### src/hdl/pcom_pkg.sv
package pcom_pkg;

    localparam int NUM_SENSORS_DEF = 16;
    localparam int SAMPLE_BITS_DEF = 12;
    localparam int FRAC_BITS_DEF   = 16;

    localparam int INDEX_W     = 4;
    localparam int SAMPLE_W    = 12;
    localparam int MASS_W      = 16;
    localparam int COORD_W     = 16;
    localparam int SUM_W       = 32;
    localparam int POS_W       = 16;
    localparam int TABLE_DEPTH = 16;
    localparam int QUEUE_DEPTH = 4;

    // x in the upper half, y in the lower half, both Q0.16
    localparam logic [31:0] POS_TABLE [TABLE_DEPTH] = '{
        {16'd41849, 16'd7986},  {16'd23261, 16'd10421},
        {16'd48841, 16'd13722}, {16'd30998, 16'd16021},
        {16'd14266, 16'd17777}, {16'd44835, 16'd20051},
        {16'd29122, 16'd22450}, {16'd13493, 16'd25416},
        {16'd33943, 16'd29595}, {16'd12509, 16'd32265},
        {16'd30429, 16'd43935}, {16'd12649, 16'd43762},
        {16'd30429, 16'd49597}, {16'd12649, 16'd49448},
        {16'd30569, 16'd59832}, {16'd13036, 16'd59857}
    };

    typedef struct packed {
        logic [POS_W:0]      px;
        logic [POS_W-1:0]    py;
        logic [SAMPLE_W-1:0] smp;
        logic                last;
    } queue_entry_t;

    typedef enum logic [1:0] {
        BK_IDLE,
        BK_ACC,
        BK_DIV,
        BK_DONE
    } back_state_t;

endpackage

### src/hdl/pressure_center_of_mass.sv
// channel  | direction | handshake          | payload
// s_       | in        | s_valid / s_ready  | s_sensor_index, s_sample
// m_       | out       | m_valid / m_ready  | m_total_mass, m_center_x, m_center_y
// cfg      | in        | cfg_wr_en          | cfg_wr_data (right_side)
//
// samples enter one per cycle while the 4-deep queue has room; the back end takes each
// sample through a multiply state and then an accumulate state before it takes the next
// frame end adds a restoring division over all 32 + FRAC_BITS numerator bits, then loads the result
// reset (aresetn low, synchronous) empties the queue, clears the sums and right_side
// a held result stalls only the next frame end; samples keep flowing until the queue fills
module pressure_center_of_mass #(
    parameter int NUM_SENSORS = pcom_pkg::NUM_SENSORS_DEF,
    parameter int SAMPLE_BITS = pcom_pkg::SAMPLE_BITS_DEF,
    parameter int FRAC_BITS   = pcom_pkg::FRAC_BITS_DEF
) (
    input  logic                         aclk,
    input  logic                         aresetn,
    input  logic                         cfg_wr_en,
    input  logic                         cfg_wr_data,
    input  logic                         s_valid,
    output logic                         s_ready,
    input  logic [pcom_pkg::INDEX_W-1:0] s_sensor_index,
    input  logic [pcom_pkg::SAMPLE_W-1:0] s_sample,
    output logic                         m_valid,
    input  logic                         m_ready,
    output logic [pcom_pkg::MASS_W-1:0]  m_total_mass,
    output logic [pcom_pkg::COORD_W-1:0] m_center_x,
    output logic [pcom_pkg::COORD_W-1:0] m_center_y
);
    import pcom_pkg::*;

    queue_entry_t push_entry;
    queue_entry_t head_entry;
    logic         push;
    logic         pop;
    logic         q_empty;
    logic         q_full;

    pcom_front #(
        .NUM_SENSORS (NUM_SENSORS),
        .SAMPLE_BITS (SAMPLE_BITS)
    ) u_front (
        .aclk           (aclk),
        .aresetn        (aresetn),
        .cfg_wr_en      (cfg_wr_en),
        .cfg_wr_data    (cfg_wr_data),
        .s_valid        (s_valid),
        .s_ready        (s_ready),
        .s_sensor_index (s_sensor_index),
        .s_sample       (s_sample),
        .q_full         (q_full),
        .q_push         (push),
        .q_entry        (push_entry)
    );

    pcom_queue u_queue (
        .aclk       (aclk),
        .aresetn    (aresetn),
        .push       (push),
        .push_entry (push_entry),
        .pop        (pop),
        .head_entry (head_entry),
        .empty      (q_empty),
        .full       (q_full)
    );

    pcom_back #(
        .FRAC_BITS (FRAC_BITS)
    ) u_back (
        .aclk         (aclk),
        .aresetn      (aresetn),
        .head_entry   (head_entry),
        .q_empty      (q_empty),
        .q_pop        (pop),
        .m_valid      (m_valid),
        .m_ready      (m_ready),
        .m_total_mass (m_total_mass),
        .m_center_x   (m_center_x),
        .m_center_y   (m_center_y)
    );

endmodule

### src/hdl/pcom_front.sv
module pcom_front #(
    parameter int NUM_SENSORS = pcom_pkg::NUM_SENSORS_DEF,
    parameter int SAMPLE_BITS = pcom_pkg::SAMPLE_BITS_DEF
) (
    input  logic                          aclk,
    input  logic                          aresetn,
    input  logic                          cfg_wr_en,
    input  logic                          cfg_wr_data,
    input  logic                          s_valid,
    output logic                          s_ready,
    input  logic [pcom_pkg::INDEX_W-1:0]  s_sensor_index,
    input  logic [pcom_pkg::SAMPLE_W-1:0] s_sample,
    input  logic                          q_full,
    output logic                          q_push,
    output pcom_pkg::queue_entry_t        q_entry
);
    import pcom_pkg::*;

    localparam int SMP_W = (SAMPLE_BITS < SAMPLE_W) ? SAMPLE_BITS : SAMPLE_W;
    localparam logic [SAMPLE_W-1:0] SMP_MASK = SAMPLE_W'((32'd1 << SMP_W) - 32'd1);

    logic              right_side_reg;
    logic [31:0]       pos_entry;
    logic [POS_W:0]    px_raw;
    logic              in_range;
    logic              is_last;

    always_ff @(posedge aclk) begin
        if (!aresetn) begin
            right_side_reg <= 1'b0;
        end else if (cfg_wr_en) begin
            right_side_reg <= cfg_wr_data;
        end
    end

    always_comb begin
        pos_entry = POS_TABLE[s_sensor_index];
        px_raw    = {1'b0, pos_entry[31:16]};
        in_range  = 32'(s_sensor_index) < NUM_SENSORS;
        is_last   = 32'(s_sensor_index) == (NUM_SENSORS - 1);

        q_entry.px   = right_side_reg ? ((POS_W+1)'(1 << POS_W) - px_raw) : px_raw;
        q_entry.py   = pos_entry[15:0];
        q_entry.smp  = s_sample & SMP_MASK;
        q_entry.last = is_last;

        // out-of-range indices are taken and dropped
        s_ready = !q_full;
        q_push  = s_valid && s_ready && in_range;
    end

endmodule

### src/hdl/pcom_queue.sv
module pcom_queue (
    input  logic                   aclk,
    input  logic                   aresetn,
    input  logic                   push,
    input  pcom_pkg::queue_entry_t push_entry,
    input  logic                   pop,
    output pcom_pkg::queue_entry_t head_entry,
    output logic                   empty,
    output logic                   full
);
    import pcom_pkg::*;

    localparam int PTR_W = $clog2(QUEUE_DEPTH);
    localparam int CNT_W = $clog2(QUEUE_DEPTH + 1);

    queue_entry_t     mem_reg [QUEUE_DEPTH];
    logic [PTR_W-1:0] wr_ptr_reg;
    logic [PTR_W-1:0] rd_ptr_reg;
    logic [CNT_W-1:0] count_reg;

    assign empty      = count_reg == '0;
    assign full       = count_reg == CNT_W'(QUEUE_DEPTH);
    assign head_entry = mem_reg[rd_ptr_reg];

    always_ff @(posedge aclk) begin
        if (push) begin
            mem_reg[wr_ptr_reg] <= push_entry;
        end
    end

    always_ff @(posedge aclk) begin
        if (!aresetn) begin
            wr_ptr_reg <= '0;
            rd_ptr_reg <= '0;
            count_reg  <= '0;
        end else begin
            if (push) begin
                wr_ptr_reg <= wr_ptr_reg + 1'b1;
            end
            if (pop) begin
                rd_ptr_reg <= rd_ptr_reg + 1'b1;
            end
            if (push && !pop) begin
                count_reg <= count_reg + 1'b1;
            end else if (pop && !push) begin
                count_reg <= count_reg - 1'b1;
            end
        end
    end

    no_overflow_a: assert property (@(posedge aclk) disable iff (!aresetn)
        full && !pop |-> !push) else $error("queue written while full");
    no_underflow_a: assert property (@(posedge aclk) disable iff (!aresetn)
        pop |-> !empty) else $error("queue read while empty");
    count_track_a: assert property (@(posedge aclk) disable iff (!aresetn)
        push && !pop && !full |=> !empty) else $error("queue count lost an entry");

endmodule

### src/hdl/pcom_back.sv
module pcom_back #(
    parameter int FRAC_BITS = pcom_pkg::FRAC_BITS_DEF
) (
    input  logic                         aclk,
    input  logic                         aresetn,
    input  pcom_pkg::queue_entry_t       head_entry,
    input  logic                         q_empty,
    output logic                         q_pop,
    output logic                         m_valid,
    input  logic                         m_ready,
    output logic [pcom_pkg::MASS_W-1:0]  m_total_mass,
    output logic [pcom_pkg::COORD_W-1:0] m_center_x,
    output logic [pcom_pkg::COORD_W-1:0] m_center_y
);
    import pcom_pkg::*;

    localparam int NW    = SUM_W + FRAC_BITS;
    localparam int CW    = $clog2(NW + 1);
    localparam int PX_PW = POS_W + 1 + SAMPLE_W;
    localparam int PY_PW = POS_W + SAMPLE_W;

    back_state_t         state_reg, state_next;
    logic [PX_PW-1:0]    prodx_reg, prodx_next;
    logic [PY_PW-1:0]    prody_reg, prody_next;
    logic [SAMPLE_W-1:0] smp_reg, smp_next;
    logic                last_reg, last_next;
    logic [MASS_W-1:0]   mass_reg, mass_next;
    logic [SUM_W-1:0]    xsum_reg, xsum_next;
    logic [SUM_W-1:0]    ysum_reg, ysum_next;
    logic [NW-1:0]       numx_reg, numx_next;
    logic [NW-1:0]       numy_reg, numy_next;
    logic [NW-1:0]       qx_reg, qx_next;
    logic [NW-1:0]       qy_reg, qy_next;
    logic [SUM_W-1:0]    remx_reg, remx_next;
    logic [SUM_W-1:0]    remy_reg, remy_next;
    logic [CW-1:0]       cnt_reg, cnt_next;
    logic                m_valid_reg, m_valid_next;
    logic [MASS_W-1:0]   out_mass_reg, out_mass_next;
    logic [COORD_W-1:0]  out_x_reg, out_x_next;
    logic [COORD_W-1:0]  out_y_reg, out_y_next;

    logic [MASS_W:0]     mass_add;
    logic [SUM_W:0]      xsum_add;
    logic [SUM_W:0]      ysum_add;
    logic [MASS_W-1:0]   mass_acc;
    logic [SUM_W-1:0]    xsum_acc;
    logic [SUM_W-1:0]    ysum_acc;
    logic [SUM_W:0]      den;
    logic [SUM_W:0]      trial_x, trial_y;
    logic [SUM_W:0]      diff_x, diff_y;
    logic                ge_x, ge_y;
    logic                out_free;

    assign m_valid      = m_valid_reg;
    assign m_total_mass = out_mass_reg;
    assign m_center_x   = out_x_reg;
    assign m_center_y   = out_y_reg;

    always_comb begin
        mass_add = {1'b0, mass_reg} + (MASS_W+1)'(smp_reg);
        xsum_add = {1'b0, xsum_reg} + (SUM_W+1)'(prodx_reg);
        ysum_add = {1'b0, ysum_reg} + (SUM_W+1)'(prody_reg);
        mass_acc = mass_add[MASS_W] ? '1 : mass_add[MASS_W-1:0];
        xsum_acc = xsum_add[SUM_W] ? '1 : xsum_add[SUM_W-1:0];
        ysum_acc = ysum_add[SUM_W] ? '1 : ysum_add[SUM_W-1:0];

        den     = {1'b0, mass_reg, 16'd0};
        trial_x = {remx_reg, numx_reg[NW-1]};
        trial_y = {remy_reg, numy_reg[NW-1]};
        diff_x  = trial_x - den;
        diff_y  = trial_y - den;
        ge_x    = trial_x >= den;
        ge_y    = trial_y >= den;

        out_free = !m_valid_reg || m_ready;

        state_next    = state_reg;
        prodx_next    = prodx_reg;
        prody_next    = prody_reg;
        smp_next      = smp_reg;
        last_next     = last_reg;
        mass_next     = mass_reg;
        xsum_next     = xsum_reg;
        ysum_next     = ysum_reg;
        numx_next     = numx_reg;
        numy_next     = numy_reg;
        qx_next       = qx_reg;
        qy_next       = qy_reg;
        remx_next     = remx_reg;
        remy_next     = remy_reg;
        cnt_next      = cnt_reg;
        out_mass_next = out_mass_reg;
        out_x_next    = out_x_reg;
        out_y_next    = out_y_reg;
        m_valid_next  = m_valid_reg && !m_ready;
        q_pop         = 1'b0;

        case (state_reg)
            BK_IDLE: begin
                if (!q_empty) begin
                    q_pop      = 1'b1;
                    prodx_next = PX_PW'(head_entry.px) * PX_PW'(head_entry.smp);
                    prody_next = PY_PW'(head_entry.py) * PY_PW'(head_entry.smp);
                    smp_next   = head_entry.smp;
                    last_next  = head_entry.last;
                    state_next = BK_ACC;
                end
            end
            BK_ACC: begin
                mass_next = mass_acc;
                xsum_next = xsum_acc;
                ysum_next = ysum_acc;
                if (last_reg) begin
                    numx_next  = {xsum_acc, FRAC_BITS'(0)};
                    numy_next  = {ysum_acc, FRAC_BITS'(0)};
                    qx_next    = '0;
                    qy_next    = '0;
                    remx_next  = '0;
                    remy_next  = '0;
                    cnt_next   = '0;
                    state_next = BK_DIV;
                end else begin
                    state_next = BK_IDLE;
                end
            end
            BK_DIV: begin
                numx_next = {numx_reg[NW-2:0], 1'b0};
                numy_next = {numy_reg[NW-2:0], 1'b0};
                qx_next   = {qx_reg[NW-2:0], ge_x};
                qy_next   = {qy_reg[NW-2:0], ge_y};
                remx_next = ge_x ? diff_x[SUM_W-1:0] : trial_x[SUM_W-1:0];
                remy_next = ge_y ? diff_y[SUM_W-1:0] : trial_y[SUM_W-1:0];
                cnt_next  = cnt_reg + 1'b1;
                if (cnt_reg == CW'(NW - 1)) begin
                    state_next = BK_DONE;
                end
            end
            BK_DONE: begin
                if (out_free) begin
                    out_mass_next = mass_reg;
                    if (mass_reg == '0) begin
                        out_x_next = '0;
                        out_y_next = '0;
                    end else begin
                        out_x_next = (|qx_reg[NW-1:COORD_W]) ? '1 : qx_reg[COORD_W-1:0];
                        out_y_next = (|qy_reg[NW-1:COORD_W]) ? '1 : qy_reg[COORD_W-1:0];
                    end
                    m_valid_next = 1'b1;
                    mass_next    = '0;
                    xsum_next    = '0;
                    ysum_next    = '0;
                    state_next   = BK_IDLE;
                end
            end
            default: begin
                state_next = BK_IDLE;
            end
        endcase
    end

    always_ff @(posedge aclk) begin
        if (!aresetn) begin
            state_reg   <= BK_IDLE;
            m_valid_reg <= 1'b0;
            mass_reg    <= '0;
            xsum_reg    <= '0;
            ysum_reg    <= '0;
        end else begin
            state_reg   <= state_next;
            m_valid_reg <= m_valid_next;
            mass_reg    <= mass_next;
            xsum_reg    <= xsum_next;
            ysum_reg    <= ysum_next;
        end
    end

    always_ff @(posedge aclk) begin
        prodx_reg    <= prodx_next;
        prody_reg    <= prody_next;
        smp_reg      <= smp_next;
        last_reg     <= last_next;
        numx_reg     <= numx_next;
        numy_reg     <= numy_next;
        qx_reg       <= qx_next;
        qy_reg       <= qy_next;
        remx_reg     <= remx_next;
        remy_reg     <= remy_next;
        cnt_reg      <= cnt_next;
        out_mass_reg <= out_mass_next;
        out_x_reg    <= out_x_next;
        out_y_reg    <= out_y_next;
    end

    pop_to_acc_a: assert property (@(posedge aclk) disable iff (!aresetn)
        state_reg == BK_IDLE && !q_empty |=> state_reg == BK_ACC)
        else $error("queued sample not taken");
    last_starts_div_a: assert property (@(posedge aclk) disable iff (!aresetn)
        state_reg == BK_ACC && last_reg |=> state_reg == BK_DIV && cnt_reg == '0)
        else $error("frame end did not start division");
    hold_result_a: assert property (@(posedge aclk) disable iff (!aresetn)
        state_reg == BK_DONE && m_valid_reg && !m_ready |=> state_reg == BK_DONE)
        else $error("result overwrote a pending transaction");
    clear_after_load_a: assert property (@(posedge aclk) disable iff (!aresetn)
        state_reg == BK_DONE && out_free |=> m_valid_reg && mass_reg == '0
        && xsum_reg == '0 && ysum_reg == '0)
        else $error("sums not cleared after result");

endmodule

### config.mk
export PLATFORM = sky130hd
export DESIGN_NAME = pressure_center_of_mass
export DESIGN_NICKNAME = d
export VERILOG_FILES = /design/src/hdl/pcom_pkg.sv /design/src/hdl/pressure_center_of_mass.sv /design/src/hdl/pcom_front.sv /design/src/hdl/pcom_queue.sv /design/src/hdl/pcom_back.sv
export SDC_FILE = /design/constraint.sdc
export NUM_CORES = 2
export LEC_CHECK = 0
export ABC_AREA = 0
export BUFFER_PORTS_ARGS = -buffer_cell sky130_fd_sc_hd__buf_2
export CAP_MARGIN = 30
export CORE_ASPECT_RATIO = 0.8
export CORE_MARGIN = 5
export CORE_UTILIZATION = 30
export DETAILED_ROUTE_END_ITERATION = 16
export HOLD_SLACK_MARGIN = 0.02
export PLACE_DENSITY = 0.55
export SLEW_MARGIN = 40
export SYNTH_ARGS = -nofsm -noshare
export SYNTH_HDL_FRONTEND = slang
export SYNTH_SLANG_ARGS = --single-unit
### constraint.sdc
create_clock -name aclk -period 7.96 [get_ports aclk]
set_clock_uncertainty 0.05 [all_clocks]
set_input_delay 1.592 -clock aclk [delete_from_list [all_inputs] [get_ports aclk]]
set_output_delay 1.592 -clock aclk [all_outputs]
set_load 0.01 [all_outputs]
# Word-level counts from Yosys, hierarchy flattened
# Memory sizes are Yosys's and may differ from the RTL's. A register that Yosys moved wholly into a read port is not among the register bits.
# Cells that the tools add are included.
# totals
register_bits	471
latch_bits	0
ramBits	184
rom_bits	512
input_bits	22
word_cells	118
mem_count	2
# mem_list
name	words	width	rd	rd_ports_with_merged_regs	wr	line	rtl
(no name shown)	16	32	1	0	0	pcom_front.sv:37	pos_entry = POS_TABLE[s_sensor_index];
u_queue.mem_reg	4	46	1	1	1	pcom_queue.sv:16	queue_entry_t mem_reg [QUEUE_DEPTH];
# classes
add_sub_neg	11
n_mul	2
n_div	0
magnitude_cmp	3
n_eq_ne	10
shift	0
mux	42
bitwise	2
n_reduce_logical	23
# ops
operator	count
$pmux 48 s2	4
$mux 32	8
$pmux 32 s2	4
$mux 48	3
$ge 33x32->1	2
$mux 16	4
$reduce_or 32->1	2
$sub 32x32->32	2
$add 32x28->33	1
$add 32x29->33	1
$pmux 16 s2	1
$mul 17x12->29	1
$mul 16x12->28	1
$add 16x12->17	1
$mux 17	1
$sub 17x16->17 const A	1
$logic_not 16->1	1
$mux 2	6
$pmux 6 s2	1
$pmux 2 s4	1
$reduce_and 2->1	4
$add 6x1->6 const B	1
$eq 6x6->1 const B	1
$mux 1	6
other kinds (21)	35

# Logic depth before layout (Yosys ltp)
# depth
word_depth	7
depth_mapped	28
depth_no_buf	25

# By module
# A second synthesis with hierarchy kept.
# unflattened
cells_unflattened	3841
area_unflattened_um2	42161.7
# by_module_without_submodules
module	instances	cells_each	area_per_inst_um2
pcom_back	1	3384	33781.1
pcom_queue	1	283	7145.6
pcom_front	1	174	1234.9

# Worst setup path after synthesis
# Ideal clock, no wire load.
# synth_timing
kind	flip-flop to flip-flop
from	register (tool-made name)
to	register u_queue.count_reg[2]
setup_time_ns	0.076
arrival_ns	6.776
path_slack_ns	1.058
stages_incl_launch_ff	10
n_path_buf	1
cell_sequence	dfxtp_1 -> clkbuf_1 -> nor3_1 -> inv_1 -> ha_1 -> inv_1 -> fa_1 -> xor2_1 -> or3_1 -> a21boi_0
# synth_rtl
element	line	rtl
end signal, assigned	pcom_queue.sv:44	count_reg <= count_reg + 1'b1;
end signal, assigned	pcom_queue.sv:46	count_reg <= count_reg - 1'b1;
end, declared	pcom_queue.sv:19	logic [CNT_W-1:0] count_reg;

==> impl_results.md <==
* RSZ-0062 raised after global routing: false
* Row count at 122
* Global route overflow at 0
* Critical path peak fanout at 20
* Largest cells by area after synthesis: edfxtp_1 38%, fa_1 14%, ha_1 7.4%, dfxtp_1 4.4%, inv_1 4.2%
* Die Y at 344 um
* Crit path kind: reg -> reg
* Total GRT Usage at 0.131
* # DRC at 0
* Clk_lat worst skew at 0.66 ns
* Most frequent cells in the layout: 532 x edfxtp_1, 468 x inv_1, 402 x nand2_1
* Slew @ Worst Pin at 0.835 ns
* Setup bufs post-CTS at 0
* Num CTS Buffers at 69
* Met1 usage at 0.196
* WL final at 97,000 um
* Routing usage on met3 at 0.0243
* Die area at 147,000 um2
* Met2 Use GR at 0.195
* Synth Warn # at 0
* GR peak layer: met1
* Area Overhead vs Synth at 11.1%
* Synth Flop Type: edfxtp_1
* Share of layout cells above drive strength 1 at 0.0789
* Crit path required time at 8.31 ns
* Post_cts resized at 0
* Final Wtd Congestion at 0.829
* # hold bufs at CTS at 0
* Syn Inst Count at 3,889
* Slew Viols, Final at 0
* Hold slack final at 0.404 ns
* Largest net degree at the start of global routing at 115
* Root Driver: clkbuf_16
* Wire per inst at 16.7 um
* Vias in the first global route at 27,831
* Clock transition at path regs at 0.06 ns
* Max-slew headroom at 0.440
* DP HPWL at 67,600 um
* Hold Path Origin: u_back.xsum_reg[13]
* Setup violators final at 0
* I/O Buffers at 71
* Core area at 139,000 um2
* CTS tree: yes
* Top Ports at 72
* Unique masters post-synth at 85
* CP Launch Type: flop
* Kind of capture point of the worst setup path: flop
* Fillers at 14,016
* Max clock buf depth at 3
* Status: complete, no violations
* Via count at 27,748
* FMAX at 141 MHz
* Post-Place Worst Slack at 0.940 ns
* Number of synthesized flops with an enable pin at 532
* Via/cell ratio at 4.78
* Setup slack after layout at 0.887 ns
* Sequential area share after synthesis at 0.425
* Initial antenna violation count at 5
* Maxcap violations at 0
* Setup TNS at 0 ns
* Share of the synthesized area in the top cell type at 0.381
* CTS Sinks at 625
* Max FFs per register at 184
* Avg Inst Size Synth at 10.8 um2
* CP arrival at 7.42 ns
* Leading cell type in the layout, fill and taps excluded: edfxtp_1
* Fin crit share at 0.889
* Initial DRC count at 2,034
* First-pass GRT wire length at 156,000 um
* Final nets at 4,455
* Final Hold Vio Count at 0
* Largest area contributor in the netlist: edfxtp_1
* Yosys reg bits at 625
* HP Class: reg -> reg
* Post-DRT Antenna Nets at 0
* Chip width at 428 um
* H-tree Lvls at 3
* Asr flop ratio synth at 0
* Initial Util at 0.303
* Area of the multi-input gates at 21,700 um2
* Mapped Area at 41,900 um2
* Min Tclk post-route at 7.07 ns
* Router iterations before antenna repair at 5
* Register Area at 17,800 um2
through the flow:
stage / area, um2 / instances / utilization
floorplan: 41900 / 3892 / -
global placement: 44300 / 5676 / 0.319
detailed placement: 44300 / 5676 / 0.320
CTS: 46600 / 5802 / 0.336
global route: 46600 / 5803 / 0.336
finish: 46600 / 5805 / 0.336
final cells by class:
type	instances	share of cell area
antenna	2	0.000107
clock buffer	90	0.0416
clock inverter	36	0.00655
inverter	470	0.0379
multi-input combinational	2611	0.466
sequential	625	0.383
tap	1860	0.0500
timing repair buffer	111	0.0150
routing by layer:
metal  up-vias  part of all wire
li1      13349                 -
met1     13697              0.50
met2       580              0.42
met3       120             0.053
met4         2             0.022
met5         -           0.00013
critical path: stages (launching register included):
cell and delay (ns):
dfxtp_4 0.49, mux2_2 0.36, o21ai_0 0.27, clkinv_1 0.73
and2_1 0.46, fa_1 0.50, inv_1 0.05, fa_1 0.47
inv_1 0.05, fa_1 0.45, fa_1 0.51, inv_1 0.05
fa_1 0.52, inv_1 0.06, ha_1 0.33, a21oi_1 0.14
o21ai_0 0.08, a21o_1 0.19, a21oi_1 0.29, o21ai_0 0.21
a31o_2 0.29, a21oi_1 0.17, xnor2_1 0.08
cell families (layout without fill, tap and decap cells):
| group | after synthesis | count (layout) | synth area share |
|---|---|---|---|
| buf+inv | 656 | 707 | 0.0592 |
| xor+xnor | 130 | 130 | 0.0272 |
| mux | 80 | 80 | 0.0317 |
| fa+ha+maj | 545 | 545 | 0.216 |
| simple gates | 1145 | 1145 | 0.133 |
| flops | 625 | 625 | 0.425 |
| compound gates | 707 | 707 | 0.107 |
| other cells | 1 | 6 | 0.0000894 |
cells in the mapped netlist, types with 10 or more instances:
cell type / instances
xor2_1: 47
nor2_1: 204
a31oi_1: 34
edfxtp_1: 532
and2_1: 271
mux2_2: 10
mux4_2: 41
mux2i_1: 27
o21ai_1: 79
nand2b_1: 24
o211ai_1: 15
o22ai_1: 22
dfxtp_1: 93
fa_1: 296
ha_1: 249
nand4_1: 15
a21oi_1: 220
o21ai_0: 60
xnor2_1: 83
and3_1: 29
or3_1: 12
nor4_1: 31
nor3_1: 37
clkbuf_1: 173
inv_1: 469
nand2_1: 404
nand3_1: 47
o21a_1: 56
o31ai_1: 13
nor2b_1: 32
a211oi_1: 25
a21o_1: 63
o21bai_1: 12
worst paths after layout:
kind              slack, ns                    to  cells past startpoint
hold / removal         0.40   u_back.xsum_reg[13]                      2
setup reg to reg       0.89  u_back.prodx_reg[25]                     22
setup / recovery       0.89  u_back.prodx_reg[25]                     22
hold reg to reg        0.40   u_back.xsum_reg[13]                      2
Power is left out: the tool's default activity adds up to more than one toggle a clock period on the data nets, which glitch-free logic cannot reach.
